**src/vbd_pkg.sv**
```systemverilog
// Shared types, widths and helpers for the volume backward divergence unit.
// No dependencies; imported by every module of the block.
package vbd_pkg;

	localparam int COMP_W     = 16;
	localparam int TERM_W     = COMP_W + 1;
	localparam int DIV_W      = 19;
	localparam int DIM_W      = 9;
	localparam int DEPTH_CFG_W = 13;
	localparam int SLICE_W    = 12;
	localparam int DEPTH_LIMIT = 4096;
	localparam int IN_DATA_W  = 48;
	localparam int OUT_DATA_W = 24;

	typedef enum logic [1:0] {
		REG_WIDTH  = 2'd0,
		REG_HEIGHT = 2'd1,
		REG_DEPTH  = 2'd2
	} reg_idx_t;

	typedef struct packed {
		logic first_x;
		logic last_x;
		logic first_y;
		logic last_y;
		logic first_z;
		logic last_z;
	} axis_flags_t;

	// first -> own, last -> -prev, otherwise own - prev
	function automatic logic signed [TERM_W-1:0] axis_term(
		input logic first,
		input logic last,
		input logic signed [COMP_W-1:0] own,
		input logic signed [COMP_W-1:0] prev
	);
		logic signed [TERM_W-1:0] own_e;
		logic signed [TERM_W-1:0] prev_e;
		own_e  = TERM_W'(own);
		prev_e = TERM_W'(prev);
		if (first) begin
			return own_e;
		end else if (last) begin
			return -prev_e;
		end else begin
			return own_e - prev_e;
		end
	endfunction

endpackage

```
**src/vbd_calc.sv**
```systemverilog
// Difference stage and output register: sums the three axis terms once the
// store read data is back. Uses vbd_pkg for widths, flags and axis_term.
module vbd_calc
	import vbd_pkg::*;
(
	input  logic                     clk,
	input  logic                     arst_n,
	input  logic                     load,
	output logic                     ready,
	input  logic signed [COMP_W-1:0] comp_x,
	input  logic signed [COMP_W-1:0] comp_y,
	input  logic signed [COMP_W-1:0] comp_z,
	input  logic signed [COMP_W-1:0] prev_x,
	input  axis_flags_t              flags,
	input  logic signed [COMP_W-1:0] prev_y,
	input  logic signed [COMP_W-1:0] prev_z,
	output logic                     out_valid,
	input  logic                     out_ready,
	output logic signed [DIV_W-1:0]  div_value,
	output logic                     volume_end
);

	logic                     valid_s1;
	logic signed [COMP_W-1:0] cx_s1, cy_s1, cz_s1, px_s1;
	axis_flags_t              flags_s1;
	logic                     out_valid_q;
	logic signed [DIV_W-1:0]  div_q;
	logic                     end_q;
	logic                     adv_s1;
	logic signed [DIV_W-1:0]  sum;

	assign adv_s1 = valid_s1 && (!out_valid_q || out_ready);
	assign ready  = !valid_s1 || adv_s1;

	always_comb begin
		sum = DIV_W'(axis_term(flags_s1.first_x, flags_s1.last_x, cx_s1, px_s1))
		    + DIV_W'(axis_term(flags_s1.first_y, flags_s1.last_y, cy_s1, prev_y))
		    + DIV_W'(axis_term(flags_s1.first_z, flags_s1.last_z, cz_s1, prev_z));
	end

	always_ff @(posedge clk or negedge arst_n) begin
		if (!arst_n) begin
			valid_s1    <= 1'b0;
			out_valid_q <= 1'b0;
		end else begin
			if (load) begin
				valid_s1 <= 1'b1;
			end else if (adv_s1) begin
				valid_s1 <= 1'b0;
			end
			if (adv_s1) begin
				out_valid_q <= 1'b1;
			end else if (out_ready) begin
				out_valid_q <= 1'b0;
			end
		end
	end

	always_ff @(posedge clk) begin
		if (load) begin
			cx_s1    <= comp_x;
			cy_s1    <= comp_y;
			cz_s1    <= comp_z;
			px_s1    <= prev_x;
			flags_s1 <= flags;
		end
		if (adv_s1) begin
			div_q <= sum;
			end_q <= flags_s1.last_x && flags_s1.last_y && flags_s1.last_z;
		end
	end

	assign out_valid  = out_valid_q;
	assign div_value  = div_q;
	assign volume_end = end_q;

endmodule

```
**config.mk**
```make
export PLATFORM = sky130hd
export DESIGN_NAME = vbd_calc
export DESIGN_NICKNAME = d
export VERILOG_FILES = /design/src/vbd_pkg.sv /design/src/vbd_calc.sv
export SDC_FILE = /design/constraint.sdc
export NUM_CORES = 1
export LEC_CHECK = 0
export ABC_AREA = 0
export BUFFER_PORTS_ARGS = -buffer_cell sky130_fd_sc_hd__buf_2
export CAP_MARGIN = 0
export CORE_MARGIN = 2
export CORE_UTILIZATION = 55
export CTS_BUF_LIST = sky130_fd_sc_hd__clkbuf_8
export CTS_CLUSTER_SIZE = 10
export DETAILED_ROUTE_END_ITERATION = 12
export GPL_ROUTABILITY_DRIVEN = 0
export PLACE_DENSITY = 0.87
export SYNTH_ARGS = -nofsm -noshare
export SYNTH_HDL_FRONTEND = slang
export SYNTH_SLANG_ARGS = --single-unit
```
**constraint.sdc**
```tcl
create_clock -name clk -period 6.97 [get_ports clk]
set_input_delay 1.394 -clock clk [delete_from_list [all_inputs] [get_ports clk]]
set_output_delay 1.394 -clock clk [all_outputs]
set_load 0.01 [all_outputs]
```
==> run_results.csv <==
group,metric,value,unit
sta,finalHoldViolations,0,
yosys,yosys.cell_types.count,67,
min_path,holdPathEnd,"out_valid",
min_path,min-delay-start,"valid_s1",
sta,tightestPinTransition,0.941,ns
die,coreArea,0.0139,mm²
global_route,gr-usage-met1,0.295,
global_route,antenna_found_initial,0,
status,outcome,"completed",
route,wl_per_cell,16.1,µm
clock_tree,cts_setup_buffers,0,
global_route,globalRouteMet3Util,0.0480,
route,drt_iter0_drc,541,
yosys,synth_simple_gate_area_frac,0.130,
yosys,syn_nets,1015,
critical_path,worst_ep_arrival_time,5.78,ns
clock_tree,path_clk_slew,0.08,ns
layout,final_cells,1129,
pwr,powerDensity,261,mW/mm²
global_route,grt-busiest-layer,"met2",
critical_path,crit_chain,"buf_2, inv_1, ha_1, nor2b_1, o21a_1, a311o_2, o31ai_4, o21bai_1, xnor2_1, o21ai_0, o21ai_0, fa_1, inv_1, ha_1, nand3_1, a211oi_1, o41ai_1, a21boi_1, o21ai_1, a21oi_1, a2111oi_0, a21o_1",
pwr,p_leak,3.83,nW
global_route,overflow,0,
clock_tree,hold_buffers,0,
min_path,hp-class,"reg2reg",
critical_path,slowest_stage,"fa_1",
critical_path,reg2reg_to,"div_value[17]",
route,drc,0,
yosys,async_flop_share,0.0217,
placement,portBuffers,127,
clock_tree,cts_root_buf,"clkbuf_8",
sta,timing.slew.headroom,0.373,
yosys,mappedNetlistArea,0.00780,mm²
route,vias,6470,
sta,slew_viol_final,0,
yosys,synth_top_family_by_area,"compound AO/OA/AOI/OAI gates",
clock_tree,cts_sinks,92,
clock_tree,cts_max_path_buffers,2,
placement,place_inst,1113,
yosys,synth_fa_ha_area_frac,0.163,
clock_tree,cts_buffers,9,
yosys,muxShareOfSynthArea,0.0246,
critical_path,crit_required,7.12,ns
yosys,seq_area_frac_synth,0.353,
yosys,synth-compound-area-share,0.183,
clock_tree,cts_resized,0,
sta,tns,0,ns
yosys,syn_area_per_cell,9.51,µm²
yosys,yosysWarnings,0,
sta,setup_viol,0,
die,placementRows,43,
layout,diodes,0,
yosys,synth_xor_area_frac,0.0887,
yosys,ys_seq_elements,92,
global_route,grt_first_pass_wirelength,29000,µm
layout,area_growth_syn_to_layout,13.4,%
global_route,grt_start_max_net_pins,72,
global_route,grt_use_met2,0.434,
die,die_x,123,µm
clock_tree,tritoncts,"done",
route,vias_per_cell,5.73,
route,ant_nets,0,
die,ios,128,
critical_path,endpoint_kind,"flop",
die,dieArea,0.0151,mm²
clock_tree,clk_latency,0.40,ns
global_route,grt_pass1_vias,6253,
critical_path,crit_path_max_incr_delay,0.52,ns
critical_path,path_class,"in2reg",
sta,worst_hold_slack,0.528,ns
clock_tree,cts_max_level,3,
die,floorplan.initialDensity,0.562,
job,drv_cap,0,
sta,post-route-period-util,0.808,
die,fp.dieH,123,µm
critical_path,rr_worst_depth,20,
route,wirelength,18100,µm
critical_path,timing.rr.start,"px_s1[5]",
layout,drive_gt1_frac,0.172,
sta,grt_setup_unrepaired,"false",
yosys,synth_cells,820,
route,dr.pass1.iters,6,
placement,hpwl,14400,µm
critical_path,startpoint_type,"input pin",
yosys,synth_edf_count,90,
layout,final_nets,1139,
global_route,groute.usage.overall,0.249,
layout,nFillCells,1125,
pwr,peakVddDrop,0.000153,V
sta,clock_skew,0.0164,ns
critical_path,ff2ff_setup_slack,1.92,ns
sta,period_minus_slack,5.63,ns
yosys,synth_top_flop_cell,"edfxtp_1",
critical_path,cp_max_fo,4,
min_path,hold_depth,1,
sta,fmax,0.178,GHz
==> registers in the layout (all words and copies together), names as in the netlist <==
signal      count
cx_s1          16
div_value      19
volume_end      1
cz_s1          16
out_valid       1
flags_s1        6
cy_s1          16
px_s1          16
valid_s1        1
==> worst max-delay path: cells and delay by family <==
kind	cells	cell delay [ns]
AO/OA/AOI/OAI	13	2.59
adder cells (fa/ha/maj)	3	1.20
AND/OR/NAND/NOR	2	0.25
buffers and inverters	3	0.23
XOR/XNOR	1	0.12
==> where the power goes <==
group	internal (W)	switching, W
Clock	0.000204	0.000207
Combinational	0.000475	0.000612
Sequential	0.000753	0.0000560
Total	0.00143	0.000875
==> area by class of cell <==
cell class / count / area (µm²) / area share
inverter: 103 / 387 / 0.0437
tap: 180 / 225 / 0.0255
clock inverter: 7 / 98.8 / 0.0112
multi-input combinational: 608 / 4590 / 0.520
sequential: 92 / 2750 / 0.311
clock buffer: 9 / 124 / 0.0140
timing repair buffer: 130 / 658 / 0.0745
==> logic make-up after synthesis <==
family,count (synthesis)
adders and majority gates,89
buffers and inverters,120
muxes,19
DFF,92
AOI/OAI and AO/OA,217
and+or+nand+nor,204
xor gates and xnor gates,79
==> synthesized netlist by cell type, drive strengths merged (3+ instances only) <==
cell type  count  share of area
a2111oi        3         0.0042
a211oi        11          0.012
a21boi         3         0.0029
a21o          11          0.011
a21oi         59          0.038
a222oi         5         0.0064
a22o           3         0.0034
a31oi          3         0.0024
and3           5         0.0040
clkbuf        15         0.0072
edfxtp        90           0.35
fa            21          0.054
ha            68           0.11
inv          102          0.049
mux2i         18          0.023
nand2         46          0.022
nand2b        18          0.014
nand3         23          0.016
nand4          5         0.0040
nor2          47          0.023
nor2b         15          0.012
nor3          22          0.014
nor4           5         0.0040
o211ai        12          0.012
o21a          10         0.0096
o21ai         61          0.039
o21bai         3         0.0029
o221ai         3         0.0034
o31a           3         0.0035
o31ai         12          0.014
or3            6         0.0050
or4            6         0.0058
xnor2         57          0.064
xor2          22          0.025
==> cells in the final DEF (no fill, tap or decap), types with 3 or more instances in the layout <==
| cell | n |
|---|---|
| a22o_1 | 3 |
| or3_1 | 5 |
| o21bai_1 | 3 |
| ha_1 | 68 |
| a211oi_1 | 9 |
| clkbuf_8 | 9 |
| o21ai_1 | 6 |
| edfxtp_1 | 90 |
| nor4_1 | 5 |
| fa_1 | 21 |
| o21ai_0 | 55 |
| a21oi_1 | 58 |
| o211ai_1 | 12 |
| nor3_1 | 22 |
| nand2b_1 | 18 |
| mux2i_1 | 18 |
| a222oi_1 | 5 |
| and3_1 | 5 |
| o21a_1 | 10 |
| nor2b_1 | 15 |
| nand2_1 | 46 |
| xnor2_1 | 57 |
| a21o_1 | 11 |
| inv_1 | 103 |
| o221ai_1 | 3 |
| a31oi_1 | 3 |
| buf_4 | 3 |
| o31ai_1 | 10 |
| nand3_1 | 21 |
| xor2_1 | 22 |
| nand4_1 | 5 |
| or4_1 | 6 |
| nor2_1 | 46 |
| buf_2 | 127 |
==> routing by layer <==
layer  wire [µm]  part of all wire
met5           0                 0
met4         673             0.037
met3        1110             0.061
met2        8850              0.49
met1        7490              0.41
==> per-stage QoR <==
step	instance area, µm²	power (W)	util	setup slack (ns)
4_1_cts	8840	0.00231	0.637	1.40
5_1_grt	8840	0.00248	0.637	0.909
3_5_place_dp	8620	0.00190	0.621	1.01
2_1_floorplan	7800	0.00159	-	1.50
3_3_place_gp	8620	0.00185	0.621	1.13
6_report	8840	0.00231	0.637	1.34
==> worst max-delay path by stage <==
stage                   start            end  slack, ns  cells after the start
finish              prev_y[2]  div_value[18]       1.34                     22
global placement    prev_y[2]  div_value[18]       1.13                     22
floorplan           prev_y[2]  div_value[18]       1.50                     21
global route        prev_y[2]  div_value[18]       0.91                     22
detailed placement  prev_y[2]  div_value[18]       1.01                     22
CTS                 prev_y[2]  div_value[18]       1.40                     22
Power figures use the tool's default switching activity.
