$ cat src/vbd_pkg.sv
// Shared types, widths and helpers for the volume backward divergence unit.
// No dependencies; imported by every module of the block.
package vbd_pkg;

	localparam int COMP_W     = 16;
	localparam int TERM_W     = COMP_W + 1;
	localparam int DIV_W      = 19;
	localparam int DIM_W      = 9;
	localparam int DEPTH_CFG_W = 13;
	localparam int SLICE_W    = 12;
	localparam int DEPTH_LIMIT = 4096;
	localparam int IN_DATA_W  = 48;
	localparam int OUT_DATA_W = 24;

	typedef enum logic [1:0] {
		REG_WIDTH  = 2'd0,
		REG_HEIGHT = 2'd1,
		REG_DEPTH  = 2'd2
	} reg_idx_t;

	typedef struct packed {
		logic first_x;
		logic last_x;
		logic first_y;
		logic last_y;
		logic first_z;
		logic last_z;
	} axis_flags_t;

	// first -> own, last -> -prev, otherwise own - prev
	function automatic logic signed [TERM_W-1:0] axis_term(
		input logic first,
		input logic last,
		input logic signed [COMP_W-1:0] own,
		input logic signed [COMP_W-1:0] prev
	);
		logic signed [TERM_W-1:0] own_e;
		logic signed [TERM_W-1:0] prev_e;
		own_e  = TERM_W'(own);
		prev_e = TERM_W'(prev);
		if (first) begin
			return own_e;
		end else if (last) begin
			return -prev_e;
		end else begin
			return own_e - prev_e;
		end
	endfunction

endpackage

$ cat src/vbd_scan.sv
// Raster position counters: column, row and slice, with per-axis edge flags
// and store addresses. Uses vbd_pkg for widths and the flag struct.
module vbd_scan
	import vbd_pkg::*;
#(
	parameter int MAX_WIDTH  = 256,
	parameter int MAX_HEIGHT = 256,
	parameter int CW = (MAX_WIDTH  > 1) ? $clog2(MAX_WIDTH)  : 1,
	parameter int RW = (MAX_HEIGHT > 1) ? $clog2(MAX_HEIGHT) : 1,
	parameter int PW = $clog2(MAX_WIDTH * MAX_HEIGHT)
) (
	input  logic                   clk,
	input  logic                   arst_n,
	input  logic                   adv,
	input  logic [DIM_W-1:0]       vol_width,
	input  logic [DIM_W-1:0]       vol_height,
	input  logic [DEPTH_CFG_W-1:0] vol_depth,
	output axis_flags_t            flags,
	output logic [CW-1:0]          row_addr,
	output logic [PW-1:0]          plane_addr
);

	localparam int XL = (CW + 1 > DIM_W) ? CW + 1 : DIM_W;
	localparam int YL = (RW + 1 > DIM_W) ? RW + 1 : DIM_W;

	logic [CW-1:0]          col_q;
	logic [RW-1:0]          row_q;
	logic [SLICE_W-1:0]     slice_q;
	logic [XL-1:0]          w_in, w_last;
	logic [YL-1:0]          h_in, h_last;
	logic [DEPTH_CFG_W-1:0] d_last;

	// clamp each dimension to [2, max] and take its last index
	always_comb begin
		w_in = XL'(vol_width);
		if (w_in < XL'(2)) begin
			w_last = XL'(1);
		end else if (w_in > XL'(MAX_WIDTH)) begin
			w_last = XL'(MAX_WIDTH - 1);
		end else begin
			w_last = w_in - XL'(1);
		end

		h_in = YL'(vol_height);
		if (h_in < YL'(2)) begin
			h_last = YL'(1);
		end else if (h_in > YL'(MAX_HEIGHT)) begin
			h_last = YL'(MAX_HEIGHT - 1);
		end else begin
			h_last = h_in - YL'(1);
		end

		if (vol_depth < DEPTH_CFG_W'(2)) begin
			d_last = DEPTH_CFG_W'(1);
		end else if (vol_depth > DEPTH_CFG_W'(DEPTH_LIMIT)) begin
			d_last = DEPTH_CFG_W'(DEPTH_LIMIT - 1);
		end else begin
			d_last = vol_depth - DEPTH_CFG_W'(1);
		end
	end

	always_comb begin
		flags.first_x = (col_q == '0);
		flags.last_x  = (XL'(col_q) >= w_last);
		flags.first_y = (row_q == '0);
		flags.last_y  = (YL'(row_q) >= h_last);
		flags.first_z = (slice_q == '0);
		flags.last_z  = (DEPTH_CFG_W'(slice_q) >= d_last);
	end

	assign row_addr   = col_q;
	assign plane_addr = PW'(row_q) * PW'(MAX_WIDTH) + PW'(col_q);

	always_ff @(posedge clk or negedge arst_n) begin
		if (!arst_n) begin
			col_q   <= '0;
			row_q   <= '0;
			slice_q <= '0;
		end else if (adv) begin
			if (flags.last_x) begin
				col_q <= '0;
				if (flags.last_y) begin
					row_q   <= '0;
					slice_q <= flags.last_z ? '0 : slice_q + SLICE_W'(1);
				end else begin
					row_q <= row_q + RW'(1);
				end
			end else begin
				col_q <= col_q + CW'(1);
			end
		end
	end

endmodule

$ cat config.mk
export PLATFORM = sky130hd
export DESIGN_NAME = vbd_scan
export DESIGN_NICKNAME = d
export VERILOG_FILES = /design/src/vbd_pkg.sv /design/src/vbd_scan.sv
export SDC_FILE = /design/constraint.sdc
export NUM_CORES = 1
export LEC_CHECK = 0
export BUFFER_PORTS_ARGS = -buffer_cell sky130_fd_sc_hd__buf_2
export CAP_MARGIN = 30
export CORE_MARGIN = 8
export CORE_UTILIZATION = 45
export CTS_CLUSTER_SIZE = 28
export DETAILED_ROUTE_END_ITERATION = 8
export PLACE_DENSITY = 0.68
export SYNTH_ARGS = -nofsm -noshare
export SYNTH_HDL_FRONTEND = slang
export SYNTH_SLANG_ARGS = --single-unit
$ cat constraint.sdc
create_clock -name clk -period 8.5 [get_ports clk]
set_input_delay 1.275 -clock clk [delete_from_list [all_inputs] [get_ports clk]]
set_output_delay 1.275 -clock clk [all_outputs]
set_load 0.005 [all_outputs]
==> results.txt, run 1 <==
----------------------------------------------------
[Clocking]
  Clock latency reported for the late side of the worst-skew pair ... 270 ps
  Number of buffers added to fix hold violations after cts ... 0
  Clk pin slew, worst setup/hold paths ... 100 ps
  Clock buffers created by TritonCTS ... 3
  Clock tree from TritonCTS ... yes
  Clock Sinks ... 28
  Total number of H-tree levels ... 1
  Post-cts sizing count ... 0
  Root cell of the clock tree ... sky130_fd_sc_hd__clkbuf_8
  Max clock buf depth ... 2
  Post CTS Setup Buffer Count ... 0

[Worst hold path]
  Hold WC Path Type ... reg -> reg

[Timing]
  Setup repair after global routing missed its margin ... no
  Setup TNS ... 0 ps
  Slew margin rel. ... 58.35%
  Number of hold violations in the final report ... 0
  Final setup violation count ... 0
  Highest clock rate ... 174.1 MHz
  Period minus WS final ... 5745 ps
  Fin. max-slew vios ... 0
  Final period utilization ... 67.58%
  Transition time at the pin with the least slew margin ... 624.8 ps
  Worst clock skew ... 6.629 ps

[Synthesis]
  Net count after synthesis ... 439
  Sequential share of the synthesized area ... 23.27%
  Post-synthesis async set-or-reset flop share ... 100.0%
  Number of flops mapped to enable cells by yosys ... 0
  Average cell area after synthesis ... 8.184 sq um
  Syn Std Cell Area ... 3012 sq um
  Seq cells post-synth ... 28
  Area contributors post-synth ... sky130_fd_sc_hd__dfrtp_1 23%, sky130_fd_sc_hd__ha_1 15%, sky130_fd_sc_hd__o21ai_0 8.3%, sky130_fd_sc_hd__xor2_1 3.8%, sky130_fd_sc_hd__nor2_1 3.6%
  Distinct cell type count after synthesis ... 49
  Area fraction of the dominant cell type after synthesis ... 23.27%
  Count of yosys warnings during synthesis ... 0
  Gate Count Post-Synth ... 368
  Most used flip-flop cell after synthesis ... sky130_fd_sc_hd__dfrtp_1
  Leading area contributor after synthesis ... sky130_fd_sc_hd__dfrtp_1

[Place]
  Gp weighted congestion ... 0.7874
  IO Port Bufs ... 63
  Sum of net half-perimeters after detailed placement ... 5984 um

[Layout]
  Layout-stage area growth over the synthesis result ... 12.26%
  Fraction of layout cells with a size suffix above 1 ... 18.90%
  Number of fill cells in the layout ... 658
  Area taken by flip-flops and latches ... 700.7 sq um
  Most common cell after layout, fill and taps aside ... sky130_fd_sc_hd__buf_2
  Commonest non-fill, non-tap cells in the layout ... 63 x sky130_fd_sc_hd__buf_2, 50 x sky130_fd_sc_hd__o21ai_0, 37 x sky130_fd_sc_hd__ha_1
  Number of nets at the end of the flow ... 491
  Antenna diode count ... 0
  Multi-input combinational cell area ... 2141 sq um

[GRT]
  Total global routing overflow ... 0
  Overall routing resource usage ... 15.58%
  Wire length of the first global-routing pass ... 12810 um
  Number of antenna violations at the first check in global routing ... 0
  Via count of the first global-routing pass ... 2846
  Pin count of the biggest net entering global routing ... 29

[Worst setup path]
  Element type at the critical path start ... primary input
  Worst Setup Path Type ... in -> out
  Critical Path End Type ... primary output
  Largest fanout on the critical path ... 14
  Data required time of the worst path ... 7220 ps
  Crit path DAT ... 4470 ps

[Floorplanning]
  Number of I/O pins ... 64
  DIE HEIGHT ... 97.81 um
  Total Die Area ... 9566 sq um
  Initial standard-cell utilization of the core ... 45.33%
  Core outline area ... 6644 sq um
  Horizontal die dimension ... 97.81 um
  Floorplan row count ... 30

[Drt]
  Routed vias/inst ... 5.797
  Post-route ant nets ... 0
  Number of optimization iterations in the first detailed-route pass ... 4
  Detailed Route WL ... 7471 um
  Via total after detailed routing ... 2887
  Post-detailed-route DRC marker count ... 0
  Per-cell routed wire length ... 15.00 um
  DR iter-0 viols ... 81

[Power and ir drop]
  PwrDens ... 117.4 nW/um^2
  Total Power ... 396.8 uW
  Lkg Pwr ... 1.622 nW
  Worst VDD drop ... 71.66 uV

[Run]
  Max-cap violation count ... 0

[Outcome]
  Outcome ... finished, final reports clean

----------------------------------------------------
-- final cells by class --
type | instances | area share, %
Multi-Input combinational cell | 304 | 63.32
Sequential cell | 28 | 20.73
Timing Repair Buffer | 65 | 9.771
Tap cell | 80 | 2.961
Inverter | 18 | 1.999
Clock buffer | 3 | 1.221
-- per-stage QoR --
| stage | hold WS [ps] | setup WS (ps) | instance area [sq um] | utilization, % | instances |
|---|---|---|---|---|---|
| after floorplan | 500.5 | 3262 | 3012 | - | 368 |
| after global placement | 531.9 | 2882 | 3339 | 50.26 | 495 |
| after detailed placement | 537.8 | 2785 | 3339 | 50.26 | 495 |
| after CTS | 555.7 | 2753 | 3381 | 50.89 | 498 |
| after global routing | 580.5 | 2519 | 3381 | 50.89 | 498 |
| final | 558.2 | 2755 | 3381 | 50.89 | 498 |
-- kinds of logic after synthesis --
group / count (synthesis) / share of synthesized area [%]
flops: 28 / 23.27
buf+inv: 36 / 5.816
mux: 2 / 0.7063
simple gates: 137 / 24.76
compound gates: 108 / 24.26
xor+xnor: 20 / 5.816
fa+ha+maj: 37 / 15.37
-- layer usage --
metal	vias up	GRT usage [%]	routed length, um
met5	-	0	0
met3	2	2.347	296
met1	1363	18.69	3423
li1	1469	-	-
met2	53	28.26	3703
met4	0	3.717	47
-- path summary, 6_finish.rpt --
kind                                    from          to  slack [ps]  cells after the start
worst max-delay path            vol_depth[5]    flags[0]        2760                     14
worst min-delay path              slice_q[0]  slice_q[0]         560                      1
worst max register to register      row_q[6]  slice_q[5]        5870                      8
worst min register to register    slice_q[0]  slice_q[0]         560                      1
max in group asynchronous             arst_n    row_q[0]        7090                      1
min in group asynchronous             arst_n  slice_q[4]        1000                      1
-- critical path: stages --
cell	delay, ps
sky130_fd_sc_hd__buf_2	120
sky130_fd_sc_hd__nor3_2	200
sky130_fd_sc_hd__nand2_1	140
sky130_fd_sc_hd__or3_4	410
sky130_fd_sc_hd__or4_1	570
sky130_fd_sc_hd__o21ai_0	140
sky130_fd_sc_hd__ha_1	270
sky130_fd_sc_hd__a21o_1	190
sky130_fd_sc_hd__a211oi_1	270
sky130_fd_sc_hd__o211ai_1	140
sky130_fd_sc_hd__a31oi_1	200
sky130_fd_sc_hd__buf_4	220
sky130_fd_sc_hd__nor2_1	120
sky130_fd_sc_hd__buf_2	190
-- state kept, by name (all words and copies together), names as in the netlist --
signal / count
slice_q: 12
row_addr: 8
row_q: 8
-- synthesized netlist by cell type (3+ instances only) --
library cell                 n
sky130_fd_sc_hd__xnor2_1     7
sky130_fd_sc_hd__xor2_1     13
sky130_fd_sc_hd__nand3_1    14
sky130_fd_sc_hd__nor4_1      8
sky130_fd_sc_hd__o21ai_0    50
sky130_fd_sc_hd__nand2b_1   15
sky130_fd_sc_hd__a21oi_1     6
sky130_fd_sc_hd__o2111ai_1   5
sky130_fd_sc_hd__a211oi_1    3
sky130_fd_sc_hd__ha_1       37
sky130_fd_sc_hd__nor2_1     29
sky130_fd_sc_hd__nor3_1      6
sky130_fd_sc_hd__o211ai_1   14
sky130_fd_sc_hd__inv_1      18
sky130_fd_sc_hd__dfrtp_1    28
sky130_fd_sc_hd__o22ai_1     3
sky130_fd_sc_hd__or3_1       9
sky130_fd_sc_hd__nand2_1    19
sky130_fd_sc_hd__nand4_1     3
sky130_fd_sc_hd__clkbuf_1    7
sky130_fd_sc_hd__buf_4       8
sky130_fd_sc_hd__a31oi_1     4
sky130_fd_sc_hd__a21o_1      5
sky130_fd_sc_hd__and3_1     11
sky130_fd_sc_hd__o2bb2ai_1   7
sky130_fd_sc_hd__nand3b_1    7
-- power by group --
part	switching (mW)	total [mW]	leakage (nW)	internal [mW]
clock network	0.0416	0.0735	0.0216	0.0319
logic	0.0741	0.146	1.24	0.0720
registers	0.0289	0.177	0.355	0.148
Note: power is estimated with default switching activity, not from simulation.
==> inputs of run 2 (changes only) <==
- ABC_AREA: not set -> 1
- PLACE_DENSITY: 0.68 -> 0.7
- clock period: 8.5 -> 4.6 ns (I/O delays scaled with it)
==> results.txt, run 2 <==
----------------------------------------------------
[Worst setup path]
  Data required time of the worst path ... 3910 ps
  Cell-by-cell listing of the critical path ... buf_2 -> inv_1 -> ha_1 -> nand2_1 -> nor2_1 -> nor2_1 -> o31ai_1 -> ha_1 -> nand2_1 -> inv_1 -> a21oi_1 -> nand2_1 -> nor2_1 -> nand2_1 -> nand2_1 -> nand2_1 -> nand2_1 -> nand2_1 -> nand2_1 -> inv_1 -> buf_2
  Critical Path End Type ... primary output
  Largest fanout on the critical path ... 5
  Element type at the critical path start ... primary input
  Crit path DAT ... 3090 ps
  Critical Path Slowest Stage Cell ... sky130_fd_sc_hd__ha_1
  Worst Setup Path Type ... in -> out
  Cell family with most CP delay ... simple AND/OR/NAND/NOR gates
  Largest stage delay, worst path ... 300 ps
  Buffers and inverters on the worst path ... 5
  Most repeated library cell on the critical path ... sky130_fd_sc_hd__nand2_1

[Timing]
  Setup TNS ... 0 ps
  Fin. max-slew vios ... 0
  Worst hold slack after final layout ... 431.9 ps
  Number of hold violations in the final report ... 0
  Transition time at the pin with the least slew margin ... 644.4 ps
  Period minus WS final ... 3782 ps
  Final setup violation count ... 0
  Highest clock rate ... 264.4 MHz
  Setup repair after global routing missed its margin ... no
  Slew margin rel. ... 57.04%
  Final period utilization ... 82.23%
  Worst clock skew ... 3.762 ps

[Outcome]
  Outcome ... finished, final reports clean

[Power and ir drop]
  Lkg Pwr ... 2.213 nW
  PwrDens ... 332.9 nW/um^2
  Worst VDD drop ... 108.4 uV
  Total Power ... 1.238 mW

[Synthesis]
  Distinct cell type count after synthesis ... 35
  Area fraction of the dominant cell type after synthesis ... 21.00%
  Average cell area after synthesis ... 6.701 sq um
  Syn Std Cell Area ... 3337 sq um
  Gate Count Post-Synth ... 498
  Sequential share of the synthesized area ... 21.00%
  Most common cell in the synthesized netlist ... sky130_fd_sc_hd__nand2_1
  Net count after synthesis ... 569
  Number of flops mapped to enable cells by yosys ... 0
  Leading area contributor after synthesis ... sky130_fd_sc_hd__dfrtp_1
  Post-synthesis async set-or-reset flop share ... 100.0%
  Top post-synthesis cells by count ... 123 x sky130_fd_sc_hd__nand2_1, 88 x sky130_fd_sc_hd__inv_1, 45 x sky130_fd_sc_hd__nor2_1, 38 x sky130_fd_sc_hd__nand3_1, 37 x sky130_fd_sc_hd__ha_1
  Count of yosys warnings during synthesis ... 0
  Seq cells post-synth ... 28
  Most used flip-flop cell after synthesis ... sky130_fd_sc_hd__dfrtp_1
  Area contributors post-synth ... sky130_fd_sc_hd__dfrtp_1 21%, sky130_fd_sc_hd__ha_1 14%, sky130_fd_sc_hd__nand2_1 14%, sky130_fd_sc_hd__inv_1 9.9%, sky130_fd_sc_hd__nand3_1 5.7%

[Drt]
  Post-route ant nets ... 0
  Number of optimization iterations in the first detailed-route pass ... 4
  DR iter-0 viols ... 121
  Via total after detailed routing ... 3234
  Per-cell routed wire length ... 11.93 um
  Routed vias/inst ... 4.975
  Detailed Route WL ... 7757 um
  Post-detailed-route DRC marker count ... 0

[Worst hold path]
  Hold WC Path Type ... in -> async

[Floorplanning]
  Total Die Area ... 10430 sq um
  Floorplan row count ... 31
  Horizontal die dimension ... 102.1 um
  Number of I/O pins ... 64
  Initial standard-cell utilization of the core ... 46.25%
  Core outline area ... 7214 sq um
  DIE HEIGHT ... 102.1 um

[Clocking]
  Clock tree from TritonCTS ... yes
  Number of buffers added to fix hold violations after cts ... 0
  Clock latency reported for the late side of the worst-skew pair ... 270 ps
  Total number of H-tree levels ... 1
  Max clock buf depth ... 2
  Root cell of the clock tree ... sky130_fd_sc_hd__clkbuf_8
  Clk pin slew, worst setup/hold paths ... 100 ps
  Post-cts sizing count ... 0
  Clock buffers created by TritonCTS ... 3
  Clock Sinks ... 28
  Post CTS Setup Buffer Count ... 0

[GRT]
  Via count of the first global-routing pass ... 3069
  Pin count of the biggest net entering global routing ... 29
  Number of antenna violations at the first check in global routing ... 0
  Wire length of the first global-routing pass ... 13080 um
  Overall routing resource usage ... 14.97%
  Total global routing overflow ... 0

[Layout]
  Largest Register ... slice_q
  Number of fill cells in the layout ... 753
  Flip-flop count of the largest register, all copies and words added ... 12
  Antenna diode count ... 0
  Number of nets at the end of the flow ... 623
  Commonest non-fill, non-tap cells in the layout ... 123 x sky130_fd_sc_hd__nand2_1, 88 x sky130_fd_sc_hd__inv_1, 63 x sky130_fd_sc_hd__buf_2
  Layout-stage area growth over the synthesis result ... 11.40%
  Most common cell after layout, fill and taps aside ... sky130_fd_sc_hd__nand2_1
  Share of the core filled with cells ... 51.53%
  Fraction of layout cells with a size suffix above 1 ... 18.15%

[Place]
  Sum of net half-perimeters after detailed placement ... 6426 um
  Gp weighted congestion ... 0.9356
  IO Port Bufs ... 63

[Run]
  Max-cap violation count ... 0

----------------------------------------------------
==> run 2: changes by cell type in the layout (fill, tap and decap cells not counted), moves of 14 or more <==
cell                       before  now
sky130_fd_sc_hd__nand2_1       19  123
sky130_fd_sc_hd__nor2_1        29   45
sky130_fd_sc_hd__nand3_1       14   38
sky130_fd_sc_hd__o211ai_1      14    0
sky130_fd_sc_hd__o21ai_0       50   18
sky130_fd_sc_hd__inv_1         18   88
sky130_fd_sc_hd__nand2b_1      15    0
==> run 2: worst paths after layout <==
check,start,end,slack [ps],cells after the start
min,arst_n,row_addr[6],430,1
min reg2reg,slice_q[0],slice_q[0],560,2
max reg2reg,row_addr[4],slice_q[10],2250,14
min in group clk,slice_q[0],slice_q[0],560,2
max in group asynchronous,arst_n,slice_q[10],3750,1
max,vol_depth[0],flags[0],820,21
==> run 2: kinds of logic (layout without fill, tap and decap cells) <==
| logic type | Yosys count | in the layout | synth area share, % |
|---|---|---|---|
| and+or+nand+nor | 256 | 256 | 36.11 |
| buffers and inverters | 106 | 159 | 14.59 |
| AOI/OAI and AO/OA | 50 | 50 | 8.924 |
| adders and majority gates | 37 | 37 | 13.87 |
| DFF | 28 | 28 | 21.00 |
| xor gates and xnor gates | 21 | 21 | 5.512 |
==> run 2: layout make-up <==
cell class	instances	area, sq um	area share (%)
clock buffers	3	41.29	1.111
repair buffers	64	322.8	8.684
well taps	99	123.9	3.332
inverters	91	349.1	9.391
flip-flops and latches	28	700.7	18.85
clock inverters	1	30.03	0.8078
multi-input cells	364	2150	57.83
==> run 2: report_power, final <==
part	internal, mW	switching, mW
Combinational	0.264	0.352
Clock	0.116	0.0764
Sequential	0.317	0.112
Total	0.698	0.540
==> run 2: per-layer routing <==
layer	wire, um	track usage [%]
met1	3647	18.47
met2	3757	26.74
met3	237	1.294
met4	114	4.515
met5	0	0
==> run 2: through the flow <==
stage	std cells	instance area [sq um]	setup slack, ps
after floorplan	498	3337	1214
after global placement	646	3646	899.2
after detailed placement	646	3646	836.1
after CTS	650	3717	826.5
after global routing	650	3717	354.5
final	650	3717	817.6
==> inputs of run 3 (changes only) <==
- PLACE_DENSITY: 0.7 -> 0.67
- clock period: 4.6 -> 3.7 ns (I/O delays scaled with it)
==> results.txt, run 3 (synthesis gave the netlist of run 2 again) <==
----------------------------------------------------
[Drt]
  Post-route ant nets ... 0
  Number of optimization iterations in the first detailed-route pass ... 4
  Via total after detailed routing ... 3207
  Routed vias/inst ... 4.896
  Post-detailed-route DRC marker count ... 0
  Per-cell routed wire length ... 11.74 um
  DR iter-0 viols ... 127
  Detailed Route WL ... 7687 um

[Layout]
  Number of nets at the end of the flow ... 628
  Flip-flop count of the largest register, all copies and words added ... 12
  Layout-stage area growth over the synthesis result ... 13.05%
  Fraction of layout cells with a size suffix above 1 ... 19.60%
  Post-route cell area ... 3772 sq um
  Antenna diode count ... 0
  Largest Register ... slice_q
  Commonest non-fill, non-tap cells in the layout ... 122 x sky130_fd_sc_hd__nand2_1, 88 x sky130_fd_sc_hd__inv_1, 63 x sky130_fd_sc_hd__buf_2
  Most common cell after layout, fill and taps aside ... sky130_fd_sc_hd__nand2_1
  Share of the core filled with cells ... 52.29%

[Place]
  Setup Slack @ Placement ... 259.1 ps
  Gp weighted congestion ... 0.8805
  Sum of net half-perimeters after detailed placement ... 6333 um
  Cell area reported after detailed placement ... 3661 sq um
  IO Port Bufs ... 63

[Floorplanning]
  Number of I/O pins ... 64
  Horizontal die dimension ... 102.1 um
  DIE HEIGHT ... 102.1 um
  Total Die Area ... 10430 sq um
  Floorplan row count ... 31
  Initial standard-cell utilization of the core ... 46.25%
  Core outline area ... 7214 sq um

[GRT]
  Via count of the first global-routing pass ... 2859
  Wire length of the first global-routing pass ... 12700 um
  Number of antenna violations at the first check in global routing ... 0
  Pin count of the biggest net entering global routing ... 29
  Overall routing resource usage ... 14.45%
  Total global routing overflow ... 0

[Worst setup path]
  Element type at the critical path start ... primary input
  Worst Setup Path Type ... in -> out
  Critical Path End Type ... primary output
  Largest fanout on the critical path ... 9
  Crit path DAT ... 2880 ps
  Data required time of the worst path ... 3140 ps
  Start point of the critical path ... vol_depth[5]
  Source of the worst register-to-register timing path ... row_addr[3]

[Timing]
  Fin. max-slew vios ... 0
  Worst hold slack after final layout ... 283.8 ps
  Transition time at the pin with the least slew margin ... 652.7 ps
  Slack of the critical path ... 265.3 ps
  Period minus WS final ... 3435 ps
  Final setup violation count ... 0
  Slew margin rel. ... 56.49%
  Worst clock skew ... 12.07 ps
  Highest clock rate ... 291.1 MHz
  Final period utilization ... 92.83%
  Number of hold violations in the final report ... 0

[Power and ir drop]
  Worst VDD drop ... 216.8 uV
  PwrDens ... 408.8 nW/um^2
  Lkg Pwr ... 2.246 nW

[Clocking]
  Clk pin slew, worst setup/hold paths ... 110 ps
  Root cell of the clock tree ... sky130_fd_sc_hd__clkbuf_8
  Clock tree from TritonCTS ... yes
  Number of buffers added to fix hold violations after cts ... 0
  Total number of H-tree levels ... 1
  Clock latency reported for the late side of the worst-skew pair ... 280 ps
  Clock buffers created by TritonCTS ... 3
  Clock Sinks ... 28
  Max clock buf depth ... 2

[Outcome]
  Outcome ... finished, final reports clean

[Run]
  Max-cap violation count ... 0

[Worst hold path]
  Hold WC Path Type ... in -> async

----------------------------------------------------
-- run 3: cell types whose count changed in the layout (fill, tap and decap cells not counted) --
cell / before / now
sky130_fd_sc_hd__buf_4: 1 / 6
sky130_fd_sc_hd__nand2_1: 123 / 122
sky130_fd_sc_hd__nand2_2: 7 / 8
sky130_fd_sc_hd__o31ai_1: 9 / 6
sky130_fd_sc_hd__o31ai_2: 0 / 3
-- run 3: cell type report --
class                      instances  area (sq um)
inverter                          91         349.1
tap                               99         123.9
multi-input combinational        364          2167
sequential                        28         700.7
timing repair buffer              69         360.3
clock inverter                     1         30.03
fill                             756          3442
clock buffer                       3         41.29
-- run 3: metrics by stage --
stage | instances | power, mW | setup TNS (ps)
after floorplan | 498 | 1.063 | 0
after detailed placement | 648 | 1.315 | 0
after global routing | 655 | 1.688 | -41.11
final | 655 | 1.542 | 0
after global placement | 648 | 1.288 | 0
after CTS | 652 | 1.566 | 0
-- run 3: worst paths after layout --
| kind | end | slack [ps] | cells after the start |
|---|---|---|---|
| setup / recovery | flags[0] | 270 | 22 |
| hold / removal | row_addr[5] | 280 | 1 |
| setup reg to reg | slice_q[9] | 1480 | 14 |
| hold reg to reg | slice_q[0] | 550 | 2 |
| max in group asynchronous | slice_q[1] | 2980 | 1 |
| min in group clk | row_addr[0] | 550 | 2 |
-- run 3: power breakdown --
part           internal, mW  total [mW]  switching [mW]
Clock                 0.145       0.245           0.100
Sequential            0.394       0.531           0.137
Combinational         0.328       0.766           0.437
Total                 0.867        1.54           0.675
-- run 3: critical path, cell delays in order --
cell and delay, ps:
sky130_fd_sc_hd__buf_2 110, sky130_fd_sc_hd__nor2_2 150, sky130_fd_sc_hd__nand2_2 90, sky130_fd_sc_hd__nor3_2 220, sky130_fd_sc_hd__nand4_1 180, sky130_fd_sc_hd__nand2_2 130, sky130_fd_sc_hd__inv_2 90, sky130_fd_sc_hd__o31ai_2 200
sky130_fd_sc_hd__ha_1 270, sky130_fd_sc_hd__nand2_1 90, sky130_fd_sc_hd__inv_1 40, sky130_fd_sc_hd__a21oi_1 130, sky130_fd_sc_hd__nand2_1 60, sky130_fd_sc_hd__nor2_1 80, sky130_fd_sc_hd__nand2_1 50, sky130_fd_sc_hd__nand2_1 50
sky130_fd_sc_hd__nand2_1 40, sky130_fd_sc_hd__nand2_1 50, sky130_fd_sc_hd__nand2_1 40, sky130_fd_sc_hd__nand2_1 70, sky130_fd_sc_hd__inv_1 40, sky130_fd_sc_hd__buf_2 120
-- run 3: routing by layer --
layer	GRT usage [%]	up-vias	share of wire, %
met2	25.04	67	48
met4	1.129	0	0.27
met1	19.07	1436	47
met5	0	-	0
met3	2.180	2	4.9
li1	-	1702	-
-- run 3: repair_timing --
action | CTS | global route
resized for setup | 0 | 4
buffers inserted | 0 | 3
setup endpoints to repair | 0 | 1
